[config.mk]
export PLATFORM = sky130hd
export DESIGN_NAME = iag_back
export DESIGN_NICKNAME = d
export VERILOG_FILES = /design/src/iag_pkg.sv /design/src/iag_back.sv
export SDC_FILE = /design/constraint.sdc
export NUM_CORES = 2
export LEC_CHECK = 0
export ABC_AREA = 1
export ABC_CLOCK_PERIOD_IN_PS = 9000
export BUFFER_PORTS_ARGS = -buffer_cell sky130_fd_sc_hd__buf_2
export CAP_MARGIN = 20
export CORE_AREA = 2 2 227 340
export DETAILED_ROUTE_END_ITERATION = 10
export DIE_AREA = 0 0 229 342
export PLACE_DENSITY_LB_ADDON = 0.3
export RECOVER_POWER = 100
export SYNTH_ARGS = -nofsm -noshare
export SYNTH_HDL_FRONTEND = slang
export SYNTH_SLANG_ARGS = --single-unit
[constraint.sdc]
create_clock -name clk_i -period 9 [get_ports clk_i]
set_input_delay 0.45 -clock clk_i [delete_from_list [all_inputs] [get_ports clk_i]]
set_output_delay 0.45 -clock clk_i [all_outputs]
set_load 0.02 [all_outputs]
[src/iag_pkg.sv]
// Shared types, constants and helper functions of the im2col address generator.
`default_nettype none
package iag_pkg;

  localparam int unsigned MAX_KERNEL_SIDE = 8;
  localparam int unsigned DIM_BITS = 16;
  localparam int unsigned ROW_W = 24;
  localparam int unsigned SEG_W = 6;
  localparam int unsigned LEN_W = 19;
  localparam int unsigned OFF_W = 32;
  localparam int unsigned CFG_DATA_W = 32;
  localparam int unsigned CFG_IDX_W = 3;
  localparam int unsigned KSIDE_W = (MAX_KERNEL_SIDE > 1) ? $clog2(MAX_KERNEL_SIDE) : 1;
  localparam int unsigned KCNT_W = KSIDE_W + 1;
  localparam int unsigned KOFF_W = DIM_BITS + KSIDE_W;
  localparam int unsigned POS_W = 2 * DIM_BITS + 2;
  localparam int unsigned DIV_RADIX_BITS = 4;
  localparam int unsigned DIV_CYCLES = ROW_W / DIV_RADIX_BITS;
  localparam int unsigned DIV_CNT_W = $clog2(DIV_CYCLES);
  localparam int unsigned FIFO_DEPTH = 2;
  localparam int unsigned FIFO_PTR_W = 1;
  localparam int unsigned FIFO_CNT_W = 2;

  typedef enum logic [CFG_IDX_W-1:0] {
    REG_INPUT_DIMS    = 3'd0,
    REG_OUTPUT_DIMS   = 3'd1,
    REG_PADDING_DIMS  = 3'd2,
    REG_STRIDE_DIMS   = 3'd3,
    REG_DILATION_DIMS = 3'd4,
    REG_KERNEL_DIMS   = 3'd5,
    REG_CHANNEL_COUNT = 3'd6,
    REG_BATCH_COUNT   = 3'd7
  } cfg_reg_e;

  typedef struct packed {
    logic [DIM_BITS-1:0] hi;
    logic [DIM_BITS-1:0] wi;
    logic [DIM_BITS-1:0] ho;
    logic [DIM_BITS-1:0] wo;
    logic [DIM_BITS-1:0] ph;
    logic [DIM_BITS-1:0] pw;
    logic [DIM_BITS-1:0] sh;
    logic [DIM_BITS-1:0] sw;
    logic [DIM_BITS-1:0] dh;
    logic [DIM_BITS-1:0] dw;
    logic [KCNT_W-1:0]   kh;
    logic [KCNT_W-1:0]   kw;
    logic [15:0]         ci;
    logic [15:0]         batch;
    logic                row_mode;
  } cfg_t;

  typedef struct packed {
    logic              inb;
    logic [OFF_W-1:0]  nhi;
    logic [POS_W-1:0]  by;
    logic [POS_W-1:0]  bx;
  } job_t;

  function automatic logic [KCNT_W-1:0] clamp_side(input logic [DIM_BITS-1:0] v);
    logic [KCNT_W-1:0] r;
    if (v == '0) begin
      r = KCNT_W'(1);
    end else if (v > DIM_BITS'(MAX_KERNEL_SIDE)) begin
      r = KCNT_W'(MAX_KERNEL_SIDE);
    end else begin
      r = v[KCNT_W-1:0];
    end
    return r;
  endfunction

  function automatic logic [ROW_W+DIM_BITS-1:0] div_step(input logic [ROW_W-1:0] dvd,
                                                        input logic [DIM_BITS-1:0] rem,
                                                        input logic [DIM_BITS-1:0] d);
    logic [ROW_W-1:0]  q;
    logic [DIM_BITS:0] r;
    q = dvd;
    r = {1'b0, rem};
    for (int i = 0; i < DIV_RADIX_BITS; i++) begin
      r = {r[DIM_BITS-1:0], q[ROW_W-1]};
      q = {q[ROW_W-2:0], 1'b0};
      if (r >= {1'b0, d}) begin
        r = r - {1'b0, d};
        q[0] = 1'b1;
      end
    end
    return {q, r[DIM_BITS-1:0]};
  endfunction

endpackage
`default_nettype wire

[src/iag_back.sv]
// Back end: walks the kernel segments of each job and computes offsets in a short pipeline.
`default_nettype none
module iag_back (
  input  wire logic                       clk_i,
  input  wire logic                       rst_ni,
  input  iag_pkg::cfg_t                   cfg_i,
  input  iag_pkg::job_t                   job_i,
  input  wire logic                       empty_i,
  output logic                            pop_o,
  output logic                            out_valid_o,
  input  wire logic                       out_stall_i,
  output logic [iag_pkg::SEG_W-1:0]       segment_index_o,
  output logic                            is_pad_o,
  output logic [iag_pkg::OFF_W-1:0]       element_offset_o,
  output logic [iag_pkg::LEN_W-1:0]       segment_length_o,
  output logic                            last_o
);
  import iag_pkg::*;

  logic                en, issue, x_wrap, seg_last;
  logic [SEG_W-1:0]    k_q;
  logic [KSIDE_W-1:0]  ky_q, kx_q;
  logic [KOFF_W-1:0]   yoff_q, xoff_q;

  logic                s1_v_q, s1_last_q, s1_inb_q;
  logic [SEG_W-1:0]    s1_k_q;
  logic [POS_W-1:0]    s1_y_q, s1_x_q;
  logic [OFF_W-1:0]    s1_nhi_q;

  logic                s2_v_q, s2_last_q, s2_pad_q;
  logic [SEG_W-1:0]    s2_k_q;
  logic [OFF_W-1:0]    s2_t_q, s2_x_q;

  logic                s1_pad;
  logic [OFF_W+DIM_BITS-1:0] t_full, off_full;
  logic [KCNT_W+15:0]  row_len;

  assign en       = !(out_valid_o && out_stall_i);
  assign issue    = en && !empty_i;
  assign x_wrap   = cfg_i.row_mode || (kx_q == KSIDE_W'(cfg_i.kw - 1'b1));
  assign seg_last = x_wrap && (ky_q == KSIDE_W'(cfg_i.kh - 1'b1));
  assign pop_o    = issue && seg_last;

  always_ff @(posedge clk_i or negedge rst_ni) begin
    if (!rst_ni) begin
      k_q    <= '0;
      ky_q   <= '0;
      kx_q   <= '0;
      yoff_q <= '0;
      xoff_q <= '0;
    end else if (issue) begin
      if (seg_last) begin
        k_q    <= '0;
        ky_q   <= '0;
        kx_q   <= '0;
        yoff_q <= '0;
        xoff_q <= '0;
      end else begin
        k_q <= k_q + 1'b1;
        if (x_wrap) begin
          kx_q   <= '0;
          xoff_q <= '0;
          ky_q   <= ky_q + 1'b1;
          yoff_q <= yoff_q + KOFF_W'(cfg_i.dh);
        end else begin
          kx_q   <= kx_q + 1'b1;
          xoff_q <= xoff_q + KOFF_W'(cfg_i.dw);
        end
      end
    end
  end

  assign s1_pad = !s1_inb_q || s1_y_q[POS_W-1] || s1_x_q[POS_W-1]
               || (s1_y_q >= POS_W'(cfg_i.hi)) || (s1_x_q >= POS_W'(cfg_i.wi));
  assign t_full   = (s1_nhi_q + s1_y_q[OFF_W-1:0]) * cfg_i.wi;
  assign off_full = (s2_t_q + s2_x_q) * cfg_i.ci;
  assign row_len  = cfg_i.kw * cfg_i.ci;

  always_ff @(posedge clk_i or negedge rst_ni) begin
    if (!rst_ni) begin
      s1_v_q      <= 1'b0;
      s2_v_q      <= 1'b0;
      out_valid_o <= 1'b0;
    end else if (en) begin
      s1_v_q      <= !empty_i;
      s2_v_q      <= s1_v_q;
      out_valid_o <= s2_v_q;
    end
  end

  always_ff @(posedge clk_i) begin
    if (en) begin
      s1_k_q    <= k_q;
      s1_last_q <= seg_last;
      s1_inb_q  <= job_i.inb;
      s1_y_q    <= job_i.by + POS_W'(yoff_q);
      s1_x_q    <= job_i.bx + POS_W'(xoff_q);
      s1_nhi_q  <= job_i.nhi;
      s2_k_q    <= s1_k_q;
      s2_last_q <= s1_last_q;
      s2_pad_q  <= s1_pad;
      s2_t_q    <= t_full[OFF_W-1:0];
      s2_x_q    <= s1_x_q[OFF_W-1:0];
      segment_index_o  <= s2_k_q;
      last_o           <= s2_last_q;
      is_pad_o         <= s2_pad_q;
      element_offset_o <= s2_pad_q ? '0 : off_full[OFF_W-1:0];
    end
  end

  assign segment_length_o = cfg_i.row_mode ? row_len[LEN_W-1:0] : LEN_W'(cfg_i.ci);

endmodule
`default_nettype wire

# ---- Word level (Yosys, flattened, before mapping)
# Cells that the tools add are included.
dict set report word_totals {
  wordCells 65
  output_inout_bits 61
  regBits 273
}
dict set report op_classes {
  add_sub_neg 11
  n_mul 3
  reduce_logical 14
  order_cmp 2
  n_mux 10
  n_eq_ne 2
}
# op n
set ops {}
lappend ops {{$mux W19} 5}
lappend ops {{$add A34 B19 Y34} 2}
lappend ops {{$ge A34 B16 Y1} 2}
lappend ops {{$add A32 B32 Y33} 2}
lappend ops {{$mul A33 B16 Y32} 2}
lappend ops {{$add A19 B16 Y19} 2}
lappend ops {{$mul A4 B16 Y19} 1}
lappend ops {{$mux W3} 4}
lappend ops {{$add A3 B1 Y3 const B} 2}
lappend ops {{$add A6 B1 Y6 const B} 1}
lappend ops {{$eq A3 B3 Y1} 2}
lappend ops {{$mux W6} 1}
lappend ops {{$sub A3 B1 Y3 const B} 2}
lappend ops {{$logic_or A1 B1 Y1} 5}
lappend ops {{$logic_and A1 B1 Y1} 4}
lappend ops {{$logic_not A1 Y1} 3}
lappend ops {{$reduce_and A2 Y1} 1}
lappend ops {{$reduce_bool A2 Y1} 1}

# ---- Logic depth before layout (Yosys ltp)
dict set report logic_depth {
  ltp_word 6
  depth_mapped 40
}

# ---- Least setup slack after synthesis
# Ideal clock, no wire load.
dict set report synth_timing {
  kind {flip-flop to flip-flop}
  startpoint {register s1_y_q[0]}
  endpoint {register s2_t_q[28], data pin}
  t_required_ns 8.742
  n_path_buf 1
  period_less_slack_ns 6.964
  setup_slack_ns 2.036
  t_arrival_ns 6.706
  stages_incl_launch_ff 32
  path_cell_list {edfxtp_1 > ha_1 > inv_1 > fa_1 > nand3b_1 > nand2_1 > nand2_1 > nand2_1 > nand2_1 > nand2_1 > xor2_1 > clkbuf_1 > nand2_1 > fa_1 > fa_1 > inv_1 > fa_1 > inv_1 > fa_1 > inv_1 > fa_1 > fa_1 > ha_1 > a21oi_1 > o21ai_0 > a21oi_1 > inv_1 > a21o_1 > a21oi_2 > o21ai_1 > a21oi_1 > xnor2_1}
}
dict set report synth_via {
  elab_chain_len 2
}
# element line
set synth_lines {}
lappend synth_lines {{start: declaration} iag_back.sv:27} ;# logic [POS_W-1:0] s1_y_q, s1_x_q;
lappend synth_lines {{start signal: assignment} iag_back.sv:96} ;# s1_y_q <= job_i.by + POS_W'(yoff_q);
lappend synth_lines {{$add A32 B32 Y33} iag_back.sv:75} ;# assign t_full = (s1_nhi_q + s1_y_q[OFF_W-1:0]) * cfg_i.wi;
lappend synth_lines {{$mul A33 B16 Y32} iag_back.sv:75}
lappend synth_lines {{net t_full[28]} iag_back.sv:35} ;# logic [OFF_W+DIM_BITS-1:0] t_full, off_full;
lappend synth_lines {{end signal: assignment} iag_back.sv:102} ;# s2_t_q <= t_full[OFF_W-1:0];
lappend synth_lines {{end: declaration} iag_back.sv:32} ;# logic [OFF_W-1:0] s2_t_q, s2_x_q;
# The timed path passes the listed nets, and every way through them passes these cells.
# A chain may end at the register's enable or synchronous reset.

# ---- Final worst setup path
dict set report layout_timing {
  startpoint {register s2_t_q[2]}
  endpoint {register element_offset_o[23] in the netlist's numbering, data pin}
}
dict set report layout_via {
  elab_chain_len 2
}
# element line
set layout_lines {}
lappend layout_lines {{$add A32 B32 Y33} iag_back.sv:76} ;# assign off_full = (s2_t_q + s2_x_q) * cfg_i.ci;
lappend layout_lines {{$mul A33 B16 Y32} iag_back.sv:76}
lappend layout_lines {{end signal: assignment} iag_back.sv:107} ;# element_offset_o <= s2_pad_q ? '0 : off_full[OFF_W-1:0];
lappend layout_lines {{end: declaration} iag_back.sv:14} ;# output logic [iag_pkg::OFF_W-1:0] element_offset_o,
# Every way passes these cells.

==> run metrics <==
status finished, violations left; failing checks max-capacitance violations, max-slew violations; DRT antenna net count 0; hold crit path type in -> reg; crit path max fanout 10; FP Rows 124; # clock sinks 273; die width 229 um; synth cell count leaders 1,324 x nand2_1, 1,165 x inv_1, 642 x fa_1, 485 x nor2_1, 321 x ha_1; flip-flop and latch count after synthesis 273; Req. time, crit path 9.34 ns; Routed WL 134 mm; area grow syn2layout 8.06%; Final Skew 0.0452 ns; syn_area_per_cell 7.99 um^2; Inst Count DP 6,505; share of cells above drive strength 1 6.08%; # fillers 6,850; Setup Fix Bufs, Post-CTS 0; crit path time final 8.44 ns; Synth top area share 30.2%; TNS Setup 0 ns; Post-synth ARST share 19.4%; final setup violation count 0; clock tree buffer depth 3; DR pass1 iterations 6; CTS clk-pin slew, worst paths 0.07 ns; Synth area leader fa_1; reg-to-reg startpoint s2_t_q[2]$_DFFE_PN_; Post-synth EDFFs 220; hpwl dp 109 mm; routed vias/inst 5.57; clk root buf clkbuf_16; CP Launch Point s2_t_q[2]$_DFFE_PN_; initial core utilization 56.2%; total gr overflow 0; first-pass GRT wire length 206 mm; Worst-Margin Slew 4.59 ns; Routed WL per cell 20.4 um; CTS buffer count 30; FMAX 118 MHz; io pins 367; non-filler cells, final 6,593; clk_lat worst skew 0.62 ns; GPL Wtd Cong 1.03; hold path start job_i[89]; crit path max-delay cell type fa_1; number of remaining DRC errors 0; Setup crit end kind register; max cap viols 4; cts repair resizes 0; syn_nets 6,598; Max stage delay on crit path 0.56 ns; Max Slew Vio Count 311; 1st-iter DRT viols 2,466; core footprint 0.0757 mm^2; Tot GR Track Use 34.5%; Final nets 6,823; Final Cycle Share 93.8%; IO buf count 253; Primary FF master, synth edfxtp_1; dominant cells by area after synthesis fa_1 30%, edfxtp_1 16%, nand2_1 12%; die height 342 um; count leader, synth nand2_1; synth warn 0; Arr. time, crit path 8.79 ns; die area 0.0783 mm^2; Syn Inst Count 5,329; count of different cell masters after synthesis 62; sequential share of the synthesized area 18.6%; Final Hold Fails 0; antenna violations before repair 11; synthesized area 0.0426 mm^2; vias in the first global route 38,300; TritonCTS clock tree yes; RSZ-0062 raised after global routing no; Max-slew headroom -206%; CTS Hold Buffers Added 24; CTS H-tree depth 1; critical path type reg -> reg; vias post-DR 36,800; Critical Path Start Type register; largest net degree at the start of global routing 187
## cells by family (layout without fill, tap and decap cells)
| group | after synthesis | in the layout | share of synthesized area (%) |
|---|---|---|---|
| AO/OA/AOI/OAI | 514 | 514 | 6.69 |
| adder cells (fa/ha/maj) | 963 | 963 | 39.6 |
| XOR/XNOR | 153 | 153 | 3.19 |
| other | 0 | 7 | 0 |
| buffers and inverters | 1301 | 1550 | 11.5 |
| AND/OR/NAND/NOR | 2125 | 2125 | 20.4 |
| flip-flops | 273 | 273 | 18.6 |
## critical path: cells and delay by family, from the launching register on
kind                     cells  cell delay [ns]
flip-flops                   1             0.38
AND/OR/NAND/NOR             10             1.86
buffers and inverters        5             0.73
AO/OA/AOI/OAI                7             1.44
adder cells (fa/ha/maj)      8             3.76
## registers in the layout, summed over array words and instances, names as in the netlist, 19 cells and up
name	flops
s2_t_q	32
element_offset_o	32
yoff_q	19
s1_x_q	34
s1_nhi_q	32
xoff_q	19
s2_x_q	32
s1_y_q	34
## cells in the final DEF (no fill, tap or decap), types with 15 or more instances in the layout
cell,instances
nand2_1,1324
a21oi_1,261
nor2_2,15
inv_1,1165
ha_1,321
nor2_1,485
buf_2,188
o21bai_1,16
dfrtp_1,53
nand4_1,28
fa_1,642
clkbuf_16,30
dlygate4sd3_1,24
nor3_1,34
nand2_2,15
o21a_1,18
nand3_1,146
o21ai_0,154
xnor2_1,56
edfxtp_1,220
clkbuf_1,83
buf_4,20
xor2_1,96
## path summary, 6_finish.rpt
kind | end | slack, ns | depth (start not counted)
setup reg to reg | element_offset_o[23]$_SDFFCE_PP0N_ | 0.56 | 30
min in group asynchronous | xoff_q[10]$_DFFE_PN0P_ | 1.50 | 3
setup / recovery | element_offset_o[23]$_SDFFCE_PP0N_ | 0.56 | 30
max in group asynchronous | xoff_q[1]$_DFFE_PN0P_ | 5.72 | 3
hold / removal | s1_nhi_q[21]$_DFFE_PN_ | 0.03 | 1
hold reg to reg | s2_last_q$_DFFE_PN_ | 0.42 | 0
## layer usage
| metal | vias to the layer above | GRT usage, % | part of all wire, % |
|---|---|---|---|
| met3 | 692 | 5.28 | 6.6 |
| met2 | 1760 | 62.6 | 51 |
| met4 | 10 | 30.2 | 11 |
| li1 | 16700 | - | - |
| met1 | 17600 | 34.2 | 32 |
| met5 | - | 0 | 0.051 |
## final cells by class
type / count / area (um^2) / area share [%]
multi-input cells: 3755 / 29700 / 64.6
well taps: 1008 / 1260 / 2.74
inverters: 1184 / 4440 / 9.66
flip-flops and latches: 273 / 7930 / 17.2
repair buffers: 310 / 1640 / 3.56
clock inverters: 18 / 219 / 0.476
diodes: 7 / 17.5 / 0.0381
clock buffers: 38 / 791 / 1.72
## through the flow
step / utilization, % / instance area, um^2 / hold slack [ns] / setup slack (ns)
floorplan: - / 42600 / 0.154 / 2.04
global placement: 59.3 / 44900 / 0.403 / 0.947
detailed placement: 59.3 / 44900 / 0.407 / 0.768
CTS: 61.0 / 46200 / 0.000467 / 0.754
global route: 60.8 / 46000 / 0.0166 / 0.175
finish: 60.8 / 46000 / 0.0262 / 0.556
Power is not shown: default switching activity piles up to over one toggle a cycle in this logic, so the estimate is an artifact.
