===== config.mk =====
export PLATFORM = sky130hd
export DESIGN_NAME = iag_front
export DESIGN_NICKNAME = d
export VERILOG_FILES = /design/src/iag_pkg.sv /design/src/iag_front.sv
export SDC_FILE = /design/constraint.sdc
export NUM_CORES = 2
export LEC_CHECK = 0
export CAP_MARGIN = 5
export CELL_PAD_IN_SITES_DETAIL_PLACEMENT = 0
export CELL_PAD_IN_SITES_GLOBAL_PLACEMENT = 1
export CORE_ASPECT_RATIO = 2
export CORE_MARGIN = 4
export CORE_UTILIZATION = 56
export CTS_BUF_LIST = sky130_fd_sc_hd__clkbuf_4 sky130_fd_sc_hd__clkbuf_8
export DETAILED_ROUTE_END_ITERATION = 8
export DONT_BUFFER_PORTS = 1
export GPL_TIMING_DRIVEN = 0
export PLACE_DENSITY = 0.95
export REMOVE_ABC_BUFFERS = 1
export SYNTH_ARGS = -nofsm -noshare
export SYNTH_HDL_FRONTEND = slang
export SYNTH_SLANG_ARGS = --single-unit

===== constraint.sdc =====
create_clock -name clk_i -period 27.7 [get_ports clk_i]
set_input_delay 0 -clock clk_i [delete_from_list [all_inputs] [get_ports clk_i]]
set_output_delay 0 -clock clk_i [all_outputs]
set_load 0.01 [all_outputs]

===== src/iag_pkg.sv =====
// Shared types, constants and helper functions of the im2col address generator.
`default_nettype none
package iag_pkg;

  localparam int unsigned MAX_KERNEL_SIDE = 8;
  localparam int unsigned DIM_BITS = 16;
  localparam int unsigned ROW_W = 24;
  localparam int unsigned SEG_W = 6;
  localparam int unsigned LEN_W = 19;
  localparam int unsigned OFF_W = 32;
  localparam int unsigned CFG_DATA_W = 32;
  localparam int unsigned CFG_IDX_W = 3;
  localparam int unsigned KSIDE_W = (MAX_KERNEL_SIDE > 1) ? $clog2(MAX_KERNEL_SIDE) : 1;
  localparam int unsigned KCNT_W = KSIDE_W + 1;
  localparam int unsigned KOFF_W = DIM_BITS + KSIDE_W;
  localparam int unsigned POS_W = 2 * DIM_BITS + 2;
  localparam int unsigned DIV_RADIX_BITS = 4;
  localparam int unsigned DIV_CYCLES = ROW_W / DIV_RADIX_BITS;
  localparam int unsigned DIV_CNT_W = $clog2(DIV_CYCLES);
  localparam int unsigned FIFO_DEPTH = 2;
  localparam int unsigned FIFO_PTR_W = 1;
  localparam int unsigned FIFO_CNT_W = 2;

  typedef enum logic [CFG_IDX_W-1:0] {
    REG_INPUT_DIMS    = 3'd0,
    REG_OUTPUT_DIMS   = 3'd1,
    REG_PADDING_DIMS  = 3'd2,
    REG_STRIDE_DIMS   = 3'd3,
    REG_DILATION_DIMS = 3'd4,
    REG_KERNEL_DIMS   = 3'd5,
    REG_CHANNEL_COUNT = 3'd6,
    REG_BATCH_COUNT   = 3'd7
  } cfg_reg_e;

  typedef struct packed {
    logic [DIM_BITS-1:0] hi;
    logic [DIM_BITS-1:0] wi;
    logic [DIM_BITS-1:0] ho;
    logic [DIM_BITS-1:0] wo;
    logic [DIM_BITS-1:0] ph;
    logic [DIM_BITS-1:0] pw;
    logic [DIM_BITS-1:0] sh;
    logic [DIM_BITS-1:0] sw;
    logic [DIM_BITS-1:0] dh;
    logic [DIM_BITS-1:0] dw;
    logic [KCNT_W-1:0]   kh;
    logic [KCNT_W-1:0]   kw;
    logic [15:0]         ci;
    logic [15:0]         batch;
    logic                row_mode;
  } cfg_t;

  typedef struct packed {
    logic              inb;
    logic [OFF_W-1:0]  nhi;
    logic [POS_W-1:0]  by;
    logic [POS_W-1:0]  bx;
  } job_t;

  function automatic logic [KCNT_W-1:0] clamp_side(input logic [DIM_BITS-1:0] v);
    logic [KCNT_W-1:0] r;
    if (v == '0) begin
      r = KCNT_W'(1);
    end else if (v > DIM_BITS'(MAX_KERNEL_SIDE)) begin
      r = KCNT_W'(MAX_KERNEL_SIDE);
    end else begin
      r = v[KCNT_W-1:0];
    end
    return r;
  endfunction

  function automatic logic [ROW_W+DIM_BITS-1:0] div_step(input logic [ROW_W-1:0] dvd,
                                                        input logic [DIM_BITS-1:0] rem,
                                                        input logic [DIM_BITS-1:0] d);
    logic [ROW_W-1:0]  q;
    logic [DIM_BITS:0] r;
    q = dvd;
    r = {1'b0, rem};
    for (int i = 0; i < DIV_RADIX_BITS; i++) begin
      r = {r[DIM_BITS-1:0], q[ROW_W-1]};
      q = {q[ROW_W-2:0], 1'b0};
      if (r >= {1'b0, d}) begin
        r = r - {1'b0, d};
        q[0] = 1'b1;
      end
    end
    return {q, r[DIM_BITS-1:0]};
  endfunction

endpackage
`default_nettype wire


===== src/iag_front.sv =====
// Front end: accepts row indexes, splits them into batch, row and column, builds jobs.
`default_nettype none
module iag_front (
  input  wire logic                       clk_i,
  input  wire logic                       rst_ni,
  input  iag_pkg::cfg_t                   cfg_i,
  input  wire logic                       in_valid_i,
  output logic                            in_stall_o,
  input  wire logic [iag_pkg::ROW_W-1:0]  row_index_i,
  output logic                            push_o,
  output iag_pkg::job_t                   job_o,
  input  wire logic                       full_i
);
  import iag_pkg::*;

  typedef enum logic [3:0] {
    ST_IDLE  = 4'b0001,
    ST_DIV_W = 4'b0010,
    ST_DIV_H = 4'b0100,
    ST_PUSH  = 4'b1000
  } state_e;

  state_e                state_q, state_d;
  logic                  buf_v_q, buf_v_d;
  logic [ROW_W-1:0]      buf_row_q;
  logic [ROW_W-1:0]      dvd_q, dvd_d;
  logic [DIM_BITS-1:0]   rem_q, rem_d;
  logic [DIM_BITS-1:0]   w_q, w_d;
  logic [DIV_CNT_W-1:0]  cnt_q, cnt_d;
  logic [ROW_W+DIM_BITS-1:0] step;
  logic                  start;
  logic [2*DIM_BITS-1:0] hs, ws;

  assign in_stall_o = buf_v_q;
  assign step = div_step(dvd_q, rem_q, (state_q == ST_DIV_H) ? cfg_i.ho : cfg_i.wo);

  assign hs = rem_q * cfg_i.sh;
  assign ws = w_q * cfg_i.sw;
  assign job_o.inb = (cfg_i.wo != '0) && (cfg_i.ho != '0) && (dvd_q < ROW_W'(cfg_i.batch));
  assign job_o.nhi = OFF_W'(dvd_q[DIM_BITS-1:0]) * OFF_W'(cfg_i.hi);
  assign job_o.by  = {2'b00, hs} - POS_W'(cfg_i.ph);
  assign job_o.bx  = {2'b00, ws} - POS_W'(cfg_i.pw);
  assign push_o    = (state_q == ST_PUSH) && !full_i;

  always_comb begin
    state_d = state_q;
    dvd_d   = dvd_q;
    rem_d   = rem_q;
    w_d     = w_q;
    cnt_d   = cnt_q;
    start   = 1'b0;
    unique case (state_q)
      ST_IDLE: start = buf_v_q;
      ST_DIV_W: begin
        dvd_d = step[ROW_W+DIM_BITS-1:DIM_BITS];
        rem_d = step[DIM_BITS-1:0];
        cnt_d = cnt_q + 1'b1;
        if (cnt_q == DIV_CNT_W'(DIV_CYCLES - 1)) begin
          w_d     = step[DIM_BITS-1:0];
          rem_d   = '0;
          cnt_d   = '0;
          state_d = ST_DIV_H;
        end
      end
      ST_DIV_H: begin
        dvd_d = step[ROW_W+DIM_BITS-1:DIM_BITS];
        rem_d = step[DIM_BITS-1:0];
        cnt_d = cnt_q + 1'b1;
        if (cnt_q == DIV_CNT_W'(DIV_CYCLES - 1)) begin
          cnt_d   = '0;
          state_d = ST_PUSH;
        end
      end
      ST_PUSH: begin
        if (!full_i) begin
          state_d = ST_IDLE;
          start   = buf_v_q;
        end
      end
      default: state_d = ST_IDLE;
    endcase
    if (start) begin
      dvd_d   = buf_row_q;
      rem_d   = '0;
      cnt_d   = '0;
      state_d = ST_DIV_W;
    end
  end

  always_comb begin
    buf_v_d = buf_v_q;
    if (start) buf_v_d = 1'b0;
    if (in_valid_i && !in_stall_o) buf_v_d = 1'b1;
  end

  always_ff @(posedge clk_i or negedge rst_ni) begin
    if (!rst_ni) begin
      state_q <= ST_IDLE;
      buf_v_q <= 1'b0;
      cnt_q   <= '0;
    end else begin
      state_q <= state_d;
      buf_v_q <= buf_v_d;
      cnt_q   <= cnt_d;
    end
  end

  always_ff @(posedge clk_i) begin
    if (in_valid_i && !in_stall_o) buf_row_q <= row_index_i;
    dvd_q <= dvd_d;
    rem_q <= rem_d;
    w_q   <= w_d;
  end

endmodule
`default_nettype wire


### After elaboration in Yosys (flattened, before gate mapping)

Cells that the tools add are included.
Widths: inputs -> output; s select.

* register bits after elaboration: 88
* input bits: 229
* output and inout port bits: 103
* word-level logic and storage cells: 70

* add/sub/neg operators: 7
* multiply operators: 3
* order comparisons: 5
* equal/unequal tests: 9
* mux-type cells: 25
* reduce and logical (&&, ||, !) cells: 14

Operator list (count)
* $mul 16x16->32: 3
* $mux 16: 6
* $ge 17x16->1: 4
* $sub 32x16->33: 2
* $sub 16x16->16: 4
* $mux 24: 2
* $pmux 16 s2: 1
* $reduce_bool 16->1: 2
* $lt 24x16->1: 1
* $mux 4: 4
* $pmux 4 s4: 1
* $mux 3: 3
* $mux 1: 7
* $ne 3x3->1 const B: 2
* $reduce_bool 2->1: 3
* $eq 4x1->1 const B: 1
* $eq 4x2->1 const B: 1
* $eq 4x3->1 const B: 1
* $eq 4x4->1 const B: 1
* $logic_and 1x1->1: 4
* $reduce_and 4->1: 1
* $add 3x1->3 const B: 1
* $eq 3x3->1 const B: 1
* $ne 3x2->1 const B: 1
* other kinds (5): 6

### Longest topological paths before layout

* word-level depth: 12
* depth in mapped cells: 57

### Least setup slack after synthesis

Ideal clock, no wire load.

* kind: reg2reg
* from: reg state_q[1]
* to: reg rem_q[10]
* setup time: 0.117 ns
* arrival: 11.961 ns
* setup slack: 15.622 ns
* cell stages (with the launch flop): 55
* path buffers: 10
* path through: dfrtp_1 -> buf_2 -> nor4b_4 -> buf_6 -> buf_1 -> mux2i_1 -> ha_1 -> a21o_1 -> maj3_2 -> a211o_1 -> a21oi_1 -> clkbuf_1 -> clkbuf_1 -> clkbuf_1 -> o21ai_0 -> ha_1 -> a21oi_1 -> nor2_1 -> [19 not listed] -> o211ai_1 -> nor4b_4 -> nand2_2 -> buf_2 -> buf_1 -> a21oi_1 -> ha_1 -> a21oi_1 -> nand2_1 -> and3_1 -> a41o_1 -> o21ai_1 -> a21oi_2 -> o31ai_4 -> o21a_4 -> buf_8 -> mux2_4 -> a22o_1

* longest elaborated chain between the ends: 12

Ends and longest elaborated chain
* from (decl): line iag_front.sv:23 `state_e state_q, state_d;`
* from (signal assigned): line iag_front.sv:102 `state_q <= state_d;`
* $eq 4x3->1 (*): line iag_front.sv:35 `assign step = div_step(dvd_q, rem_q, (state_q == ST_DIV_H) ? cfg_i.ho : cfg_i.wo);`
* $mux 16 (*): line iag_front.sv:35
* $sub 16x16->16 or $ge 17x16->1 (tied branches): line iag_pkg.sv:83, iag_pkg.sv:82
* $mux 16: line iag_pkg.sv:82 `if (r >= {1'b0, d}) begin`
* $sub 16x16->16 or $ge 17x16->1 (tied branches): line iag_pkg.sv:83, iag_pkg.sv:82
* $mux 16: line iag_pkg.sv:82
* $sub 16x16->16 or $ge 17x16->1 (tied branches): line iag_pkg.sv:83, iag_pkg.sv:82
* $mux 16: line iag_pkg.sv:82
* $sub 16x16->16 or $ge 17x16->1 (tied branches): line iag_pkg.sv:83, iag_pkg.sv:82
* $mux 16 (*): line iag_pkg.sv:82
* named net step[10]: line iag_front.sv:30 `logic [ROW_W+DIM_BITS-1:0] step;`
* $mux 16: line iag_front.sv:58 `if (cnt_q == DIV_CNT_W'(DIV_CYCLES - 1)) begin`
* $pmux 16 s2 (*): line iag_front.sv:52 `unique case (state_q)`
* to (signal assigned): line iag_front.sv:111 `rem_q <= rem_d;`
* to (decl): line iag_front.sv:27 `logic [DIM_BITS-1:0] rem_q, rem_d;`

The timed path passes the listed nets; every way through them passes the cells marked *.
A chain may end at the register's enable or synchronous reset.

### Final worst setup path

* from: reg state_q[1]
* to: reg rem_q[4]

Same word-level chain as after synthesis.

==> qor.yml <==
critical_path.top_delay_family: "simple AND/OR/NAND/NOR gates"
die_width_um: 182
clock_tree.buffer_depth: 2
synth-seq-area-share_pct: 7.18
layout_setup_ws_ns: 12.69
place.port_buffers: 0
required_ns: 28.00
synth_cells: 3908
wire_per_inst_um: 19.4
status: "completed"
avgViaCountPerCell: 5.77
number_of_global_route_vias_before_repair: 28965
gr-usage-all-layers_pct: 27.7
synth_area_um2: 34000
ctsResizeCount: 0
path_buf_inv: 4
timing.max_cap.violations: 0
drt_first_iter_violations: 1065
synth-seq-cells: 88
place.detailed.instances: 4543
worstPathArrival_ns: 15.30
syn-mean-instance-area_um2: 8.71
cell_rows: 127
post_synth_and_or_nand_nor_area_fraction_pct: 17.6
growth_of_design_area_from_synthesis_to_finish_pct: 2.88
numCtsBuffers: 9
post-synth-top-area-fraction_pct: 36.2
synth.area.mux_share_pct: 1.58
class_of_the_worst_hold_path: "in2reg"
setup_violations: 0
timing_max_transition_violations_final: 0
cp.depth: 49
max_freq_mhz: 66.6
finalWorstPathRequiredPeriod_ns: 15.01
multi_input_area_um2: 28100
cts_sinks: 88
final_antenna_net_count: 0
post_synth_fa_ha_maj_area_fraction_pct: 52.1
slew_headroom_pct: 5.15
synth.most_common_cell: "inv_1"
timing.hold.ws_ns: 0.0584
whs_path_depth: 1
reg2reg_setup_slack_ns: 12.69
synth_xor_xnor_area_share_pct: 3.40
finish.net_count: 5084
die_area_um2: 65000
pre_cts_ws_ns: 12.97
post-cts-setup-buffer-count: 0
critPathKind: "reg2reg"
netlist_top_cells_area: "fa_1 (36%), ha_1 (16%), inv_1 (8.6%)"
rsz0062_at_grt: "false"
number_of_levels_the_h_tree_was_split_into: 3
gp_congestion: 0.926
drtPass1Iterations: 5
clkTransAtPathRegs_ns: 0.12
final_cells: 4592
synthFlopType: "edfxtp_1"
setup_total_negative_slack_ns: 0
wirelength_um: 89000
globalRoute.totalOverflow: 0
synth_edf_count: 64
grt_start_max_net_pins: 32
worst_setup_path_end_kind: "flop"
final_layout_size_suffix_gt1_share_pct: 2.25
synthDominantAreaCellType: "fa_1"
critPathMaxFanout: 31
grt_first_pass_wirelength_um: 144000
core_um2: 60100
post_synth_most_frequent_cells: "inv_1 (784), nand2_1 (648), fa_1 (616), ha_1 (430), and2_1 (272)"
holdBufCountCts: 28
critical_path.startpoint_type: "flop"
area.sequential_um2: 2440
root_buffer: "clkbuf_8"
final_min_period_over_clock_period_pct: 54.2
place.detailed.hpwl_um: 74600
ios: 332
clock_insertion_delay_worst_skew_ns: 0.41
timing.final.hold_violations: 0
remaining_drc_errors: 0
largest_family_of_logic_cells_by_synthesized_area: "adder cells"
start_util_pct: 56.7
antenna_found_initial: 3
async_flop_share_pct: 9.09
netlist-cell-type-count: 89
cpMaxStageDelayCell: "mux2i_1"
rr_worst_depth: 49
yosys_warnings: 0
worst_clock_skew_ns: 0.0339
synth_compound_area_share_pct: 7.80
detailroute.via_count: 26514
cts_tree: "yes"
die_y_um: 357
fillerInstances: 5381
critical-path-max-stage-delay_ns: 1.13
worst-slew-pin-transition_ns: 1.38
==> final timing paths <==
check                           endpoint     startpoint
max in group asynchronous     state_q[0]         rst_ni
max reg2reg                     rem_q[4]     state_q[1]
max                             rem_q[4]     state_q[1]
min reg2reg                    dvd_q[13]  buf_row_q[13]
min                        buf_row_q[17]     in_valid_i
min in group asynchronous     state_q[2]         rst_ni
==> kinds of logic after synthesis <==
kind of cell               count (synthesis)
AOI/OAI and AO/OA                        393
xor gates and xnor gates                 132
adders and majority gates               1047
buffers and inverters                    930
DFF                                       88
muxes                                     47
and+or+nand+nor                         1271
==> flip-flops by register name (all words and copies together) (netlist names) <==
name and flops:
buf_row_q 24, dvd_q 24, rem_q 16, w_q 16
state_q 4, cnt_q 3, in_stall_o 1
==> cell usage in the layout, fill, tap and decap left out, types with 9 or more instances in the layout <==
| cell type | count |
|---|---|
| nand4_1 | 14 |
| and3_1 | 12 |
| mux2_2 | 11 |
| nor3_1 | 59 |
| o21a_1 | 9 |
| or3_1 | 14 |
| o21bai_1 | 30 |
| o21ai_0 | 73 |
| o31ai_1 | 12 |
| dfxtp_1 | 16 |
| inv_1 | 784 |
| mux2i_1 | 23 |
| dlygate4sd3_1 | 28 |
| a31oi_1 | 11 |
| nor2b_1 | 19 |
| clkbuf_8 | 9 |
| edfxtp_1 | 64 |
| xnor2_1 | 107 |
| and2_1 | 272 |
| xor2_1 | 25 |
| nand2_1 | 648 |
| nand2b_1 | 28 |
| fa_1 | 616 |
| a21o_1 | 37 |
| a22o_1 | 14 |
| ha_1 | 430 |
| nor4_1 | 19 |
| nand3_1 | 35 |
| nor2_1 | 117 |
| a21oi_1 | 107 |
==> layer usage <==
| layer | track usage [%] | part of all wire (%) | wire [um] |
|---|---|---|---|
| met5 | 0 | 0 | 0 |
| met4 | 16.0 | 6.6 | 5860 |
| met3 | 2.86 | 4.4 | 3930 |
| met2 | 54.9 | 57 | 51000 |
| met1 | 27.3 | 32 | 28100 |
==> per-stage QoR <==
stage | util (%) | area (um2)
after floorplan | - | 33500
after global placement | 57.3 | 34400
after detailed placement | 57.5 | 34500
after CTS | 58.3 | 35000
after global routing | 58.3 | 35000
final | 58.3 | 35000
==> worst register-to-register path: cells and delay by family (launching register included) <==
kind / cells / cell delay [ns]
mux: 4 / 2.23
buf+inv: 4 / 0.56
fa+ha+maj: 4 / 1.64
compound gates: 19 / 4.73
simple gates: 18 / 5.26
flops: 1 / 0.51
==> cell type report <==
type | instances | share of cell area [%]
diodes | 4 | 0.0286
flip-flops and latches | 88 | 6.98
multi-input cells | 2890 | 80.2
clock inverters | 7 | 0.207
clock buffers | 9 | 0.354
inverters | 784 | 8.40
well taps | 774 | 2.76
repair buffers | 36 | 1.07
Power is left out: the tool's default activity adds up to more than one toggle a clock period on the data nets, which glitch-free logic cannot reach.
