`src/iag_pkg.sv`:
```
// Shared types, constants and helper functions of the im2col address generator.
`default_nettype none
package iag_pkg;

  localparam int unsigned MAX_KERNEL_SIDE = 8;
  localparam int unsigned DIM_BITS = 16;
  localparam int unsigned ROW_W = 24;
  localparam int unsigned SEG_W = 6;
  localparam int unsigned LEN_W = 19;
  localparam int unsigned OFF_W = 32;
  localparam int unsigned CFG_DATA_W = 32;
  localparam int unsigned CFG_IDX_W = 3;
  localparam int unsigned KSIDE_W = (MAX_KERNEL_SIDE > 1) ? $clog2(MAX_KERNEL_SIDE) : 1;
  localparam int unsigned KCNT_W = KSIDE_W + 1;
  localparam int unsigned KOFF_W = DIM_BITS + KSIDE_W;
  localparam int unsigned POS_W = 2 * DIM_BITS + 2;
  localparam int unsigned DIV_RADIX_BITS = 4;
  localparam int unsigned DIV_CYCLES = ROW_W / DIV_RADIX_BITS;
  localparam int unsigned DIV_CNT_W = $clog2(DIV_CYCLES);
  localparam int unsigned FIFO_DEPTH = 2;
  localparam int unsigned FIFO_PTR_W = 1;
  localparam int unsigned FIFO_CNT_W = 2;

  typedef enum logic [CFG_IDX_W-1:0] {
    REG_INPUT_DIMS    = 3'd0,
    REG_OUTPUT_DIMS   = 3'd1,
    REG_PADDING_DIMS  = 3'd2,
    REG_STRIDE_DIMS   = 3'd3,
    REG_DILATION_DIMS = 3'd4,
    REG_KERNEL_DIMS   = 3'd5,
    REG_CHANNEL_COUNT = 3'd6,
    REG_BATCH_COUNT   = 3'd7
  } cfg_reg_e;

  typedef struct packed {
    logic [DIM_BITS-1:0] hi;
    logic [DIM_BITS-1:0] wi;
    logic [DIM_BITS-1:0] ho;
    logic [DIM_BITS-1:0] wo;
    logic [DIM_BITS-1:0] ph;
    logic [DIM_BITS-1:0] pw;
    logic [DIM_BITS-1:0] sh;
    logic [DIM_BITS-1:0] sw;
    logic [DIM_BITS-1:0] dh;
    logic [DIM_BITS-1:0] dw;
    logic [KCNT_W-1:0]   kh;
    logic [KCNT_W-1:0]   kw;
    logic [15:0]         ci;
    logic [15:0]         batch;
    logic                row_mode;
  } cfg_t;

  typedef struct packed {
    logic              inb;
    logic [OFF_W-1:0]  nhi;
    logic [POS_W-1:0]  by;
    logic [POS_W-1:0]  bx;
  } job_t;

  function automatic logic [KCNT_W-1:0] clamp_side(input logic [DIM_BITS-1:0] v);
    logic [KCNT_W-1:0] r;
    if (v == '0) begin
      r = KCNT_W'(1);
    end else if (v > DIM_BITS'(MAX_KERNEL_SIDE)) begin
      r = KCNT_W'(MAX_KERNEL_SIDE);
    end else begin
      r = v[KCNT_W-1:0];
    end
    return r;
  endfunction

  function automatic logic [ROW_W+DIM_BITS-1:0] div_step(input logic [ROW_W-1:0] dvd,
                                                        input logic [DIM_BITS-1:0] rem,
                                                        input logic [DIM_BITS-1:0] d);
    logic [ROW_W-1:0]  q;
    logic [DIM_BITS:0] r;
    q = dvd;
    r = {1'b0, rem};
    for (int i = 0; i < DIV_RADIX_BITS; i++) begin
      r = {r[DIM_BITS-1:0], q[ROW_W-1]};
      q = {q[ROW_W-2:0], 1'b0};
      if (r >= {1'b0, d}) begin
        r = r - {1'b0, d};
        q[0] = 1'b1;
      end
    end
    return {q, r[DIM_BITS-1:0]};
  endfunction

endpackage
`default_nettype wire

```
`src/iag_fifo.sv`:
```
// Two-entry job queue between the index splitter and the segment sequencer.
`default_nettype none
module iag_fifo (
  input  wire logic           clk_i,
  input  wire logic           rst_ni,
  input  wire logic           push_i,
  input  iag_pkg::job_t       push_data_i,
  output logic                full_o,
  input  wire logic           pop_i,
  output iag_pkg::job_t       head_o,
  output logic                empty_o
);
  import iag_pkg::*;

  job_t                  mem_q [FIFO_DEPTH];
  logic [FIFO_PTR_W-1:0] wr_ptr_q, rd_ptr_q;
  logic [FIFO_CNT_W-1:0] cnt_q;
  logic                  do_push, do_pop;

  assign full_o  = (cnt_q == FIFO_CNT_W'(FIFO_DEPTH));
  assign empty_o = (cnt_q == '0);
  assign do_push = push_i && !full_o;
  assign do_pop  = pop_i && !empty_o;
  assign head_o  = mem_q[rd_ptr_q];

  always_ff @(posedge clk_i or negedge rst_ni) begin
    if (!rst_ni) begin
      wr_ptr_q <= '0;
      rd_ptr_q <= '0;
      cnt_q    <= '0;
    end else begin
      if (do_push) wr_ptr_q <= wr_ptr_q + 1'b1;
      if (do_pop)  rd_ptr_q <= rd_ptr_q + 1'b1;
      if (do_push && !do_pop) cnt_q <= cnt_q + 1'b1;
      else if (do_pop && !do_push) cnt_q <= cnt_q - 1'b1;
    end
  end

  always_ff @(posedge clk_i) begin
    if (do_push) mem_q[wr_ptr_q] <= push_data_i;
  end

endmodule
`default_nettype wire

```
`config.mk`:
```
export PLATFORM = sky130hd
export DESIGN_NAME = iag_fifo
export DESIGN_NICKNAME = d
export VERILOG_FILES = /design/src/iag_pkg.sv /design/src/iag_fifo.sv
export SDC_FILE = /design/constraint.sdc
export NUM_CORES = 1
export LEC_CHECK = 0
export ABC_AREA = 0
export BUFFER_PORTS_ARGS = -buffer_cell sky130_fd_sc_hd__buf_2
export CORE_UTILIZATION = 36
export CTS_BUF_LIST = sky130_fd_sc_hd__clkbuf_16
export DETAILED_ROUTE_END_ITERATION = 10
export PLACE_DENSITY_LB_ADDON = 0.1
export RECOVER_POWER = 50
export SYNTH_ARGS = -nofsm -noshare
export SYNTH_HDL_FRONTEND = slang
export SYNTH_SLANG_ARGS = --single-unit
```
`constraint.sdc`:
```
create_clock -name clk_i -period 7.7 [get_ports clk_i]
set_input_delay 1.155 -clock clk_i [delete_from_list [all_inputs] [get_ports clk_i]]
set_output_delay 1.155 -clock clk_i [all_outputs]
set_load 0.1 [all_outputs]
```
Yosys cells after proc, flatten, opt, wreduce, memory -nomap -nowiden. Memories as Yosys holds them, arrays and structs flattened. Cells that the tools add are included.

Flip-flop bits (word level): 4. Output and inout port bits: 103. Logic and storage cells: 23. Bits in writable memories: 202. Memories: 1. Bits of input ports: 105.

Multiplexer cells: 4. Add/subtract/negate cells: 4. Reductions and logical operators: 10. Equal/unequal tests: 1.

Memory list: mem_q (words 2, width 101, read ports 1, clocked after Yosys merged registers in 0, wr ports 1, RTL line iag_fifo.sv:15) `job_t mem_q [FIFO_DEPTH];`.

Operator list (count): $logic_and 1x1->1 (4); $logic_not 1->1 (4); $mux 2 (2); $add 1x1->1 const B (2); $add 2x1->2 const B (1); $eq 2x2->1 const B (1); $logic_not 2->1 (1); $mux 1 (2); $reduce_bool 2->1 (1); $sub 2x1->2 const B (1).

Depth between registers and ports, before layout. Gate-level depths: netlist of the first run.

Depth after elaboration: 7. Depth in mapped cells: 7. Gate-level depth less buffers: 7.

Worst setup path before layout of the first run. Ideal clock, no wire load.

Path type: input port to flip-flop. Start: in push_i. End: mem mem_q[0][0] (netlist bit) (enable). Required time: 7.138 ns. Setup time: 0.562 ns. Slack: 1.691 ns. Data arrival time: 5.448 ns. Buffers on the path: 0. Cell stages on the path: 2. Path through: nand2_1 nor2_1.

Word-level cells in the longest chain between the ends: 3.

Ends and longest elaborated chain: start, declared (RTL line iag_fifo.sv:6) `input wire logic push_i,`; $logic_and 1x1->1 (RTL line iag_fifo.sv:22) `assign do_push = push_i && !full_o;`; $mux 1 (RTL line iag_fifo.sv:40) `if (do_push) mem_q[wr_ptr_q] <= push_data_i;`; $mux 1 (implied by the code) (RTL line iag_fifo.sv:40); end, declared (RTL line iag_fifo.sv:15).

No other way between the ends.

==> qor.txt, run 1 <==
status: complete, but fails checks
violated checks: capacitance limit, slew limit
starting density of the core: 36.9%
CTS Sinks: 206
core outline area: 0.0212 mm2
CP delay by family, top: buffers and inverters
Final GP Congestion: 0.682
Worst-path clk slew: 60 ps
final setup TNS: 0 ps
worst-path cell chain: buf_4 -> mux2_4 -> buf_2
GRT overflow: 0
post-cts sizing count: 0
Slowest cell on crit path: dfrtp_4
hold_buf cts: 0
DR iter-0 viols: 103
clk_lat worst skew: 490 ps
Antenna diodes: 0
Post-DRT Antenna Nets: 0
top achievable clock speed: 0.233 GHz
area grow syn2layout: 24.6%
largest fanout on the critical path: 57
Ports: 208
Final Cycle Share: 55.8%
Layout Skew: 6.77 ps
Die W: 149 um
max_slew headroom: -78.6%
initial antenna violation count: 0
unrepaired setup endpoints after global routing: false
Detailed Route WL: 14400 um
worst r2r src: cnt_q[0]
multi-input logic area: 0.00153 mm2
post-synth top area share: 77.7%
post-synth top area cell: edfxtp_1
worst min path class: primary input to asynchronous set/reset pin
WL/cell: 17.0 um
layout cell share with drive strength beyond 1: 51.5%
R2R Setup Slk: 4060 ps
Worst setup SP type: flip-flop
sequential share of the synthesized area: 79.0%
Syn Std Cell Area: 0.00781 mm2
# rows: 53
drt pass-1 iters: 4
Residual DRC: 0
Seq cells post-synth: 206
Final Max Slew Viols: 93
most frequent cells in the layout: edfxtp_1, buf_2, mux2_4, clkbuf_1, clkbuf_16
Reg area: 0.00617 mm2
Global Route Usage Sum: 12.5%
number of global-route vias before repair: 3948
setup bufs post-CTS: 0
Synth Warn #: 0
Worst setup EP type: output port
Max-Cap Viols: 2
# H-tree levels: 1
clock root cell: clkbuf_16
worst path arrival time: 3140 ps
fin crit period: 4300 ps
final setup vio count: 0
CP max stage delay: 1080 ps
Crit Reg-Reg Endpoint: mem_q[1][15]
Via density: 4.45
worst reg2reg path depth: 3
Num CTS Buffers: 22
Fill cells: 1868
CTS tree: done
first-pass GRT wire length: 21000 um
die height: 149 um
final-stage net count: 663
syn avg cell area: 23.4 um2
Buf/Inv on CP: 2
PortBufs: 207
post-DP HPWL: 9190 um
commonest non-fill, non-tap cell in the layout: edfxtp_1
Final Hold Fails: 0
clock buffer depth: 3
die area: 0.0223 mm2
Area contributors post-synth: edfxtp_1, mux2_4, mux2_2
worst path required time: 6550 ps
synthesized instance count: 333
critical path type: flip-flop to output port
vias: 3774
worst slew pin tran: 2680 ps
Synth Net Count: 439
maximum number of pins on one net before global-route repair: 58
Synth cell types: 16
[synthesized netlist by cell type, drive strengths merged]
cell type  number
nand2           1
inv             2
ha              1
nor2            3
xnor2           3
xor2            2
mux2          101
edfxtp        202
o21ai           1
buf            11
and3            1
nand2b          1
dfrtp           4
[flip-flops by register name (all words and copies together), names as in the netlist]
| name | count |
|---|---|
| wr_ptr_q | 1 |
| cnt_q | 2 |
| rd_ptr_q | 1 |
| mem_q | 202 |
[logic make-up (layout without fill, tap and decap cells)]
group / after synthesis / count (layout) / share of synthesized area (%)
xor gates and xnor gates: 5 / 5 / 0.561
AOI/OAI and AO/OA: 1 / 1 / 0.0640
DFF: 206 / 206 / 79.0
and+or+nand+nor: 6 / 6 / 0.353
buffers and inverters: 13 / 253 / 1.47
muxes: 101 / 101 / 18.4
adders and majority gates: 1 / 1 / 0.160
[layer usage]
metal / up-vias / wire (um) / global-route usage (%)
met5: - / 0 / 0
met4: 0 / 342 / 3.88
met3: 26 / 1220 / 4.68
met2: 133 / 7030 / 20.8
met1: 1848 / 5810 / 15.0
li1: 1767 / - / -
[worst max path at each step]
| stage | to | from | slack [ps] | cells past startpoint |
|---|---|---|---|---|
| after floorplan | mem_q[0][0] | push_i | 1690 | 2 |
| after global placement | head_o[6] | rd_ptr_q | 3820 | 3 |
| after detailed placement | head_o[5] | rd_ptr_q | 3790 | 3 |
| after CTS | head_o[5] | rd_ptr_q | 3260 | 3 |
| after global routing | head_o[66] | rd_ptr_q | 3180 | 3 |
| final | head_o[90] | rd_ptr_q | 3400 | 3 |
[cell type report]
class | count | share of cell area (%)
clock buffers | 23 | 5.91
clock inverters | 17 | 0.977
inverters | 2 | 0.0772
multi-input cells | 114 | 15.8
flip-flops and latches | 206 | 63.4
well taps | 275 | 3.54
repair buffers | 211 | 10.3
[stage by stage]
stage               worst slack, ps  cell area, um2  std cells  util [%]  hold WS [ps]
detailed placement             3790            9130        808      43.1           510
finish                         3400            9730        848      46.0           492
global route                   3180            9730        848      46.0           481
floorplan                      1690            7810        333         -           461
global placement               3820            9130        808      43.1           506
CTS                            3260            9800        848      46.3           438
Power of run 1 is not shown: default switching activity piles up to over one toggle a cycle in this logic, so the estimate is an artifact.
==> inputs of run 2 (changes only) <==
==> constraint.sdc (replaced) <==
create_clock -name clk_i -period 4 [get_ports clk_i]
set_input_delay 0.6 -clock clk_i [delete_from_list [all_inputs] [get_ports clk_i]]
set_output_delay 0.6 -clock clk_i [all_outputs]
set_load 0.1 [all_outputs]
==> run 2 against run 1 <==
Net effect: the run still ends with capacitance limit, slew limit left; critical path depth increased by 1; core utilization is 0.24 points higher; sequential cell count unchanged; largest cell class unchanged; global-route usage increased by 0.28 points.
==> qor.txt, run 2 (same netlist as run 1, synthesis figures left out) <==
Hold Path Origin: push_data_i[62]
first-pass GRT wire length: 21600 um (was 21000 um)
Ports: 208 (unchanged)
max FFs per register: 202 (unchanged)
Die W: 149 um (unchanged)
Antenna diodes: 0 (unchanged)
unrepaired setup endpoints after global routing: false (unchanged)
Num CTS Buffers: 23 (was 22)
Residual DRC: 0 (unchanged)
Placement Cell Area: 0.00916 mm2 (was 0.00913 mm2)
Final Cycle Share: 76.4%
worst r2r src: cnt_q[0] (unchanged)
Crit Reg-Reg Endpoint: mem_q[0][69] (was mem_q[1][15])
CTS tree: done (unchanged)
Final Max Slew Viols: 79 (was 93)
cell area after layout: 0.00978 mm2 (was 0.00973 mm2)
largest fanout on the critical path: 82 (was 57)
clock root cell: clkbuf_16 (unchanged)
worst reg2reg path depth: 4 (was 3)
die area: 0.0223 mm2 (unchanged)
# rows: 53 (unchanged)
area grow syn2layout: 25.3% (was 24.6%)
max_slew headroom: -26.0% (was -78.6%)
worst min path class: primary input to flip-flop (was primary input to asynchronous set/reset pin)
final-stage net count: 665 (was 663)
Layout Skew: 9.30 ps (was 6.77 ps)
most frequent cells in the layout: edfxtp_1, buf_2, mux2_4, clkbuf_1, clkbuf_16 (unchanged)
Max-Cap Viols: 2 (unchanged)
Worst setup EP type: flip-flop (was output port)
fin crit period: 3060 ps
layout cell share with drive strength beyond 1: 53.6% (was 51.5%)
commonest non-fill, non-tap cell in the layout: edfxtp_1 (unchanged)
setup bufs post-CTS: 0 (unchanged)
vias: 3807 (was 3774)
min setup slack post-route: 943 ps (was 3400 ps)
Min-Delay Path Depth: 1
clk_lat worst skew: 490 ps (about the same)
starting density of the core: 36.9% (unchanged)
DR iter-0 viols: 163 (was 103)
post-cts sizing count: 0 (unchanged)
Largest regs: mem_q x202, cnt_q x2 (unchanged)
Final GP Congestion: 0.678 (was 0.682)
post-route core utilization: 46.2% (was 46.0%)
Global Route Usage Sum: 12.8% (was 12.5%)
CTS Sinks: 206 (unchanged)
Hold Path End: mem_q[0][62]
R2R Setup Slk: 940 ps (was 4060 ps)
Top reg by flops: mem_q (unchanged)
final setup vio count: 0 (unchanged)
initial antenna violation count: 1 (was 0)
pre-CTS setup slack: 1450 ps (was 3790 ps)
worst slew pin tran: 1880 ps (was 2680 ps)
core outline area: 0.0212 mm2 (unchanged)
worst path arrival time: 3180 ps (was 3140 ps)
die height: 149 um (unchanged)
clock buffer depth: 3 (unchanged)
Fill cells: 1855 (was 1868)
Worst-path clk slew: 60 ps (about the same)
top achievable clock speed: 0.327 GHz
post-DP HPWL: 9530 um (was 9190 um)
Via density: 4.50 (was 4.45)
worst path required time: 4120 ps (was 6550 ps)
Detailed Route WL: 14500 um (was 14400 um)
status: complete, but fails checks (unchanged)
final setup TNS: 0 ps (unchanged)
PortBufs: 207 (unchanged)
# H-tree levels: 1 (unchanged)
WL/cell: 17.2 um (was 17.0 um)
Post-DRT Antenna Nets: 0 (unchanged)
critical path type: flip-flop to flip-flop (was flip-flop to output port)
violated checks: capacitance limit, slew limit (unchanged)
drt pass-1 iters: 4 (unchanged)
number of global-route vias before repair: 4135 (was 3948)
GRT overflow: 0 (unchanged)
Final Hold Fails: 0 (unchanged)
maximum number of pins on one net before global-route repair: 83 (was 58)
Worst setup SP type: flip-flop (unchanged)
run 2: changes by cell type in the layout (fill, tap and decap cells not counted), sizes merged:
cell / delta
buf: +12
clkbuf: -12
inv: -2
clkinv: -1
dlygate4sd3: +1
run 2: area by class of cell:
class                      instances  area (um2)  share of cell area (%)
clock inverter                    14        86.3                   0.883
multi-input combinational        114        1530                    15.6
timing repair buffer             212        1070                    10.9
tap                              275         344                    3.52
inverter                           2        7.51                  0.0768
sequential                       206        6170                    63.1
clock buffer                      23         576                    5.88
run 2: repair_timing:
item                       CTS  global route
hold buffers                 1             0
hold endpoints to repair     4             0
setup endpoints to repair    0             0
run 2: metrics by stage:
stage	instances	hold slack (ps)
2_1_floorplan	333	304
3_3_place_gp	808	412
3_5_place_dp	808	412
4_1_cts	846	270
5_1_grt	846	270
6_report	846	296
run 2: how the worst max path moves through the flow:
| stage | from | endpoint | slack (ps) | cells past startpoint |
|---|---|---|---|---|
| floorplan | push_i | mem_q[0][0] | 250 | 2 |
| global placement | rd_ptr_q | head_o[78] | 1490 | 3 |
| detailed placement | rd_ptr_q | head_o[78] | 1450 | 3 |
| CTS | rd_ptr_q | head_o[78] | 930 | 3 |
| global route | cnt_q[0] | mem_q[0][69] | 630 | 4 |
| finish | cnt_q[0] | mem_q[0][69] | 940 | 4 |
run 2: critical path, stage by stage (launching register included):
cell,delay (ps)
dfrtp_1,420
nand2b_1,180
nand2_1,110
nor2_1,1400
buf_12,480
run 2: metal layers:
| metal | GRT usage, % | routed length, um | up-vias |
|---|---|---|---|
| li1 | - | - | 1768 |
| met1 | 15.3 | 5910 | 1868 |
| met2 | 21.3 | 7110 | 149 |
| met3 | 4.50 | 1250 | 22 |
| met4 | 4.23 | 267 | 0 |
| met5 | 0 | 0 | - |
Power of run 2 is left out for the same reason.
==> inputs of run 3 (changes only) <==
--- a/config.mk
+++ b/config.mk
@@ -5,7 +5,7 @@
 export SDC_FILE = /design/constraint.sdc
 export NUM_CORES = 1
 export LEC_CHECK = 0
-export ABC_AREA = 0
+export ABC_AREA = 1
 export BUFFER_PORTS_ARGS = -buffer_cell sky130_fd_sc_hd__buf_2
 export CORE_UTILIZATION = 36
 export CTS_BUF_LIST = sky130_fd_sc_hd__clkbuf_16
==> constraint.sdc (replaced) <==
create_clock -name clk_i -period 2.87 [get_ports clk_i]
set_input_delay 0.4305 -clock clk_i [delete_from_list [all_inputs] [get_ports clk_i]]
set_output_delay 0.4305 -clock clk_i [all_outputs]
set_load 0.1 [all_outputs]
==> run 3 against run 2 <==
Net effect: the flow now finishes without violations; synthesized cell count grew 68%; critical path depth rose by 1; global-route usage grew 2.4 points; clock skew fell by 5.4 ps; clock-buffer cell count unchanged; critical endpoint is now head_o[54]; sequential cell count unchanged.
==> qor.txt, run 3 <==
status: finished clean (was complete, but fails checks)
Detailed Route WL: 15900 um (was 14500 um)
worst path required time: 2440 ps (was 4120 ps)
clk_lat worst skew: 480 ps (was 490 ps)
first-pass GRT wire length: 25400 um (was 21600 um)
post-DP HPWL: 10300 um (was 9530 um)
Synth Flop Type: edfxtp_1 (unchanged)
starting density of the core: 37.0% (was 36.9%)
cell with the most instances after synthesis: nand2_1 (was edfxtp_1)
fin crit period: 2670 ps
clock root cell: clkbuf_16 (unchanged)
Synth top cells by count: nand2_1, edfxtp_1, buf_2, inv_1 (was edfxtp_1, mux2_4, mux2_2, buf_6, dfrtp_1)
Hold Path End: mem_q[1][83] (was mem_q[0][62])
Max-Cap Viols: 0 (was 2)
Synth Warn #: 0 (unchanged)
WL/cell: 15.0 um (was 17.2 um)
Worst-path clk slew: 60 ps (about the same)
Synth Net Count: 665 (was 439)
Hold Path Origin: push_data_i[83] (was push_data_i[62])
area grow syn2layout: 26.9% (was 25.3%)
multi-input logic area: 0.00126 mm2 (was 0.00153 mm2)
CTS tree: done (unchanged)
sequential share of the synthesized area: 81.8% (was 79.0%)
Syn Std Cell Area: 0.00754 mm2 (was 0.00781 mm2)
Worst setup EP type: output port (was flip-flop)
max FFs per register: 202 (unchanged)
Seq cells post-synth: 206 (unchanged)
layout cell share with drive strength beyond 1: 24.8% (was 53.6%)
Min Hold Slack: 132 ps (was 296 ps)
Largest regs: mem_q x202, cnt_q x2 (unchanged)
Layout Skew: 3.86 ps (was 9.30 ps)
most frequent cells in the layout: nand2_1, edfxtp_1, buf_2, clkbuf_1, clkbuf_16 (was edfxtp_1, buf_2, mux2_4, clkbuf_1, clkbuf_16)
clock buffer depth: 3 (unchanged)
Min-Delay Path Depth: 1 (unchanged)
maximum number of pins on one net before global-route repair: 84 (was 83)
Top reg by flops: mem_q (unchanged)
ys async rst share: 1.94% (unchanged)
post-synth top area cell: edfxtp_1 (unchanged)
PortBufs: 207 (unchanged)
final-stage net count: 887 (was 665)
EDFF count, synth: 202 (unchanged)
setup bufs post-CTS: 0 (unchanged)
syn avg cell area: 13.5 um2 (was 23.4 um2)
max_slew headroom: 17.3% (was -26.0%)
DR iter-0 viols: 186 (was 163)
Ports: 208 (unchanged)
R2R Setup Slk: 590 ps (was 940 ps)
# H-tree levels: 1 (unchanged)
Final GP Congestion: 0.742 (was 0.678)
Global Route Usage Sum: 15.1% (was 12.8%)
Final Hold Fails: 0 (unchanged)
Fill cells: 1891 (was 1855)
synthesized instance count: 559 (was 333)
GRT overflow: 0 (unchanged)
post-route core utilization: 47.0% (was 46.2%)
Final Cycle Share: 93.1%
Worst setup SP type: flip-flop (unchanged)
Die W: 147 um (was 149 um)
critical path type: flip-flop to output port (was flip-flop to flip-flop)
drt pass-1 iters: 4 (unchanged)
Final Max Slew Viols: 0 (was 79)
largest fanout on the critical path: 52 (was 82)
die height: 147 um (was 149 um)
die area: 0.0215 mm2 (was 0.0223 mm2)
Via density: 4.43 (was 4.50)
Antenna diodes: 0 (unchanged)
# rows: 52 (was 53)
Synth cell types: 14 (was 16)
Num CTS Buffers: 23 (unchanged)
unrepaired setup endpoints after global routing: false (unchanged)
core outline area: 0.0204 mm2 (was 0.0212 mm2)
number of global-route vias before repair: 4939 (was 4135)
commonest non-fill, non-tap cell in the layout: nand2_1 (was edfxtp_1)
Area contributors post-synth: edfxtp_1, nand2_1, dfrtp_1 (was edfxtp_1, mux2_4, mux2_2)
Reg area: 0.00617 mm2 (unchanged)
worst path arrival time: 2240 ps (was 3180 ps)
final setup vio count: 0 (unchanged)
CTS Sinks: 206 (unchanged)
Residual DRC: 0 (unchanged)
vias: 4706 (was 3807)
worst min path class: primary input to flip-flop (unchanged)
Post-DRT Antenna Nets: 0 (unchanged)
Crit Reg-Reg Endpoint: mem_q[1][10] (was mem_q[0][69])
worst slew pin tran: 1240 ps (was 1880 ps)
post-synth top area share: 80.5% (was 77.7%)
top achievable clock speed: 0.374 GHz
initial antenna violation count: 0 (was 1)
worst reg2reg path depth: 3 (was 4)
worst r2r src: cnt_q[0] (unchanged)
## run 3: area by class of cell
class	instances	area share (%)
clock buffer	23	6.02
clock inverter	14	0.863
inverter	8	0.366
multi-input combinational	323	13.1
sequential	206	64.5
tap	270	3.53
timing repair buffer	219	11.6
## run 3: worst max path at each step
stage,start,endpoint,slack [ps],depth (start not counted)
after floorplan,cnt_q[1],mem_q[0][0],-140,5
after detailed placement,rd_ptr_q,head_o[54],660,5
after CTS,rd_ptr_q,head_o[54],130,5
after global placement,rd_ptr_q,head_o[13],680,5
final,rd_ptr_q,head_o[54],200,5
after global routing,rd_ptr_q,head_o[54],60,5
## run 3: stage by stage
step	std cells	setup slack [ps]	instance area (um2)	setup TNS, ps
6_report	1063	197	9570	0
5_1_grt	1063	60.5	9570	0
4_1_cts	1063	131	9650	0
3_5_place_dp	1025	661	8980	0
3_3_place_gp	1025	680	8980	0
2_1_floorplan	559	-141	7560	-14240
## run 3: routing by layer
layer,wire length (um),track usage (%),vias up
li1,-,-,2323
met1,6590,18.9,2195
met2,7670,25.5,165
met3,1330,4.29,23
met4,304,4.69,0
met5,0,0,-
## run 3: cell families (layout without fill, tap and decap cells)
kind of cell	Yosys count	count (layout)	synth area share, %
adders and majority gates	1	1	0.166
and+or+nand+nor	319	319	16.0
buffers and inverters	30	264	1.81
AOI/OAI and AO/OA	2	2	0.133
DFF	206	206	81.8
xor gates and xnor gates	1	1	0.116
## run 3: worst max-delay path, stage by stage, from the launching register on
cell and delay, ps:
dfrtp_4 620, clkinv_2 200, buf_12 260, nand2_1 80, nand2_1 120, buf_2 440
## run 3: what timing repair did
item                      4_1_cts  5_1_grt
hold buffers                    1        0
hold endpoints to repair        4        0
resized for setup               0        0
Power of run 3 is left out for the same reason.
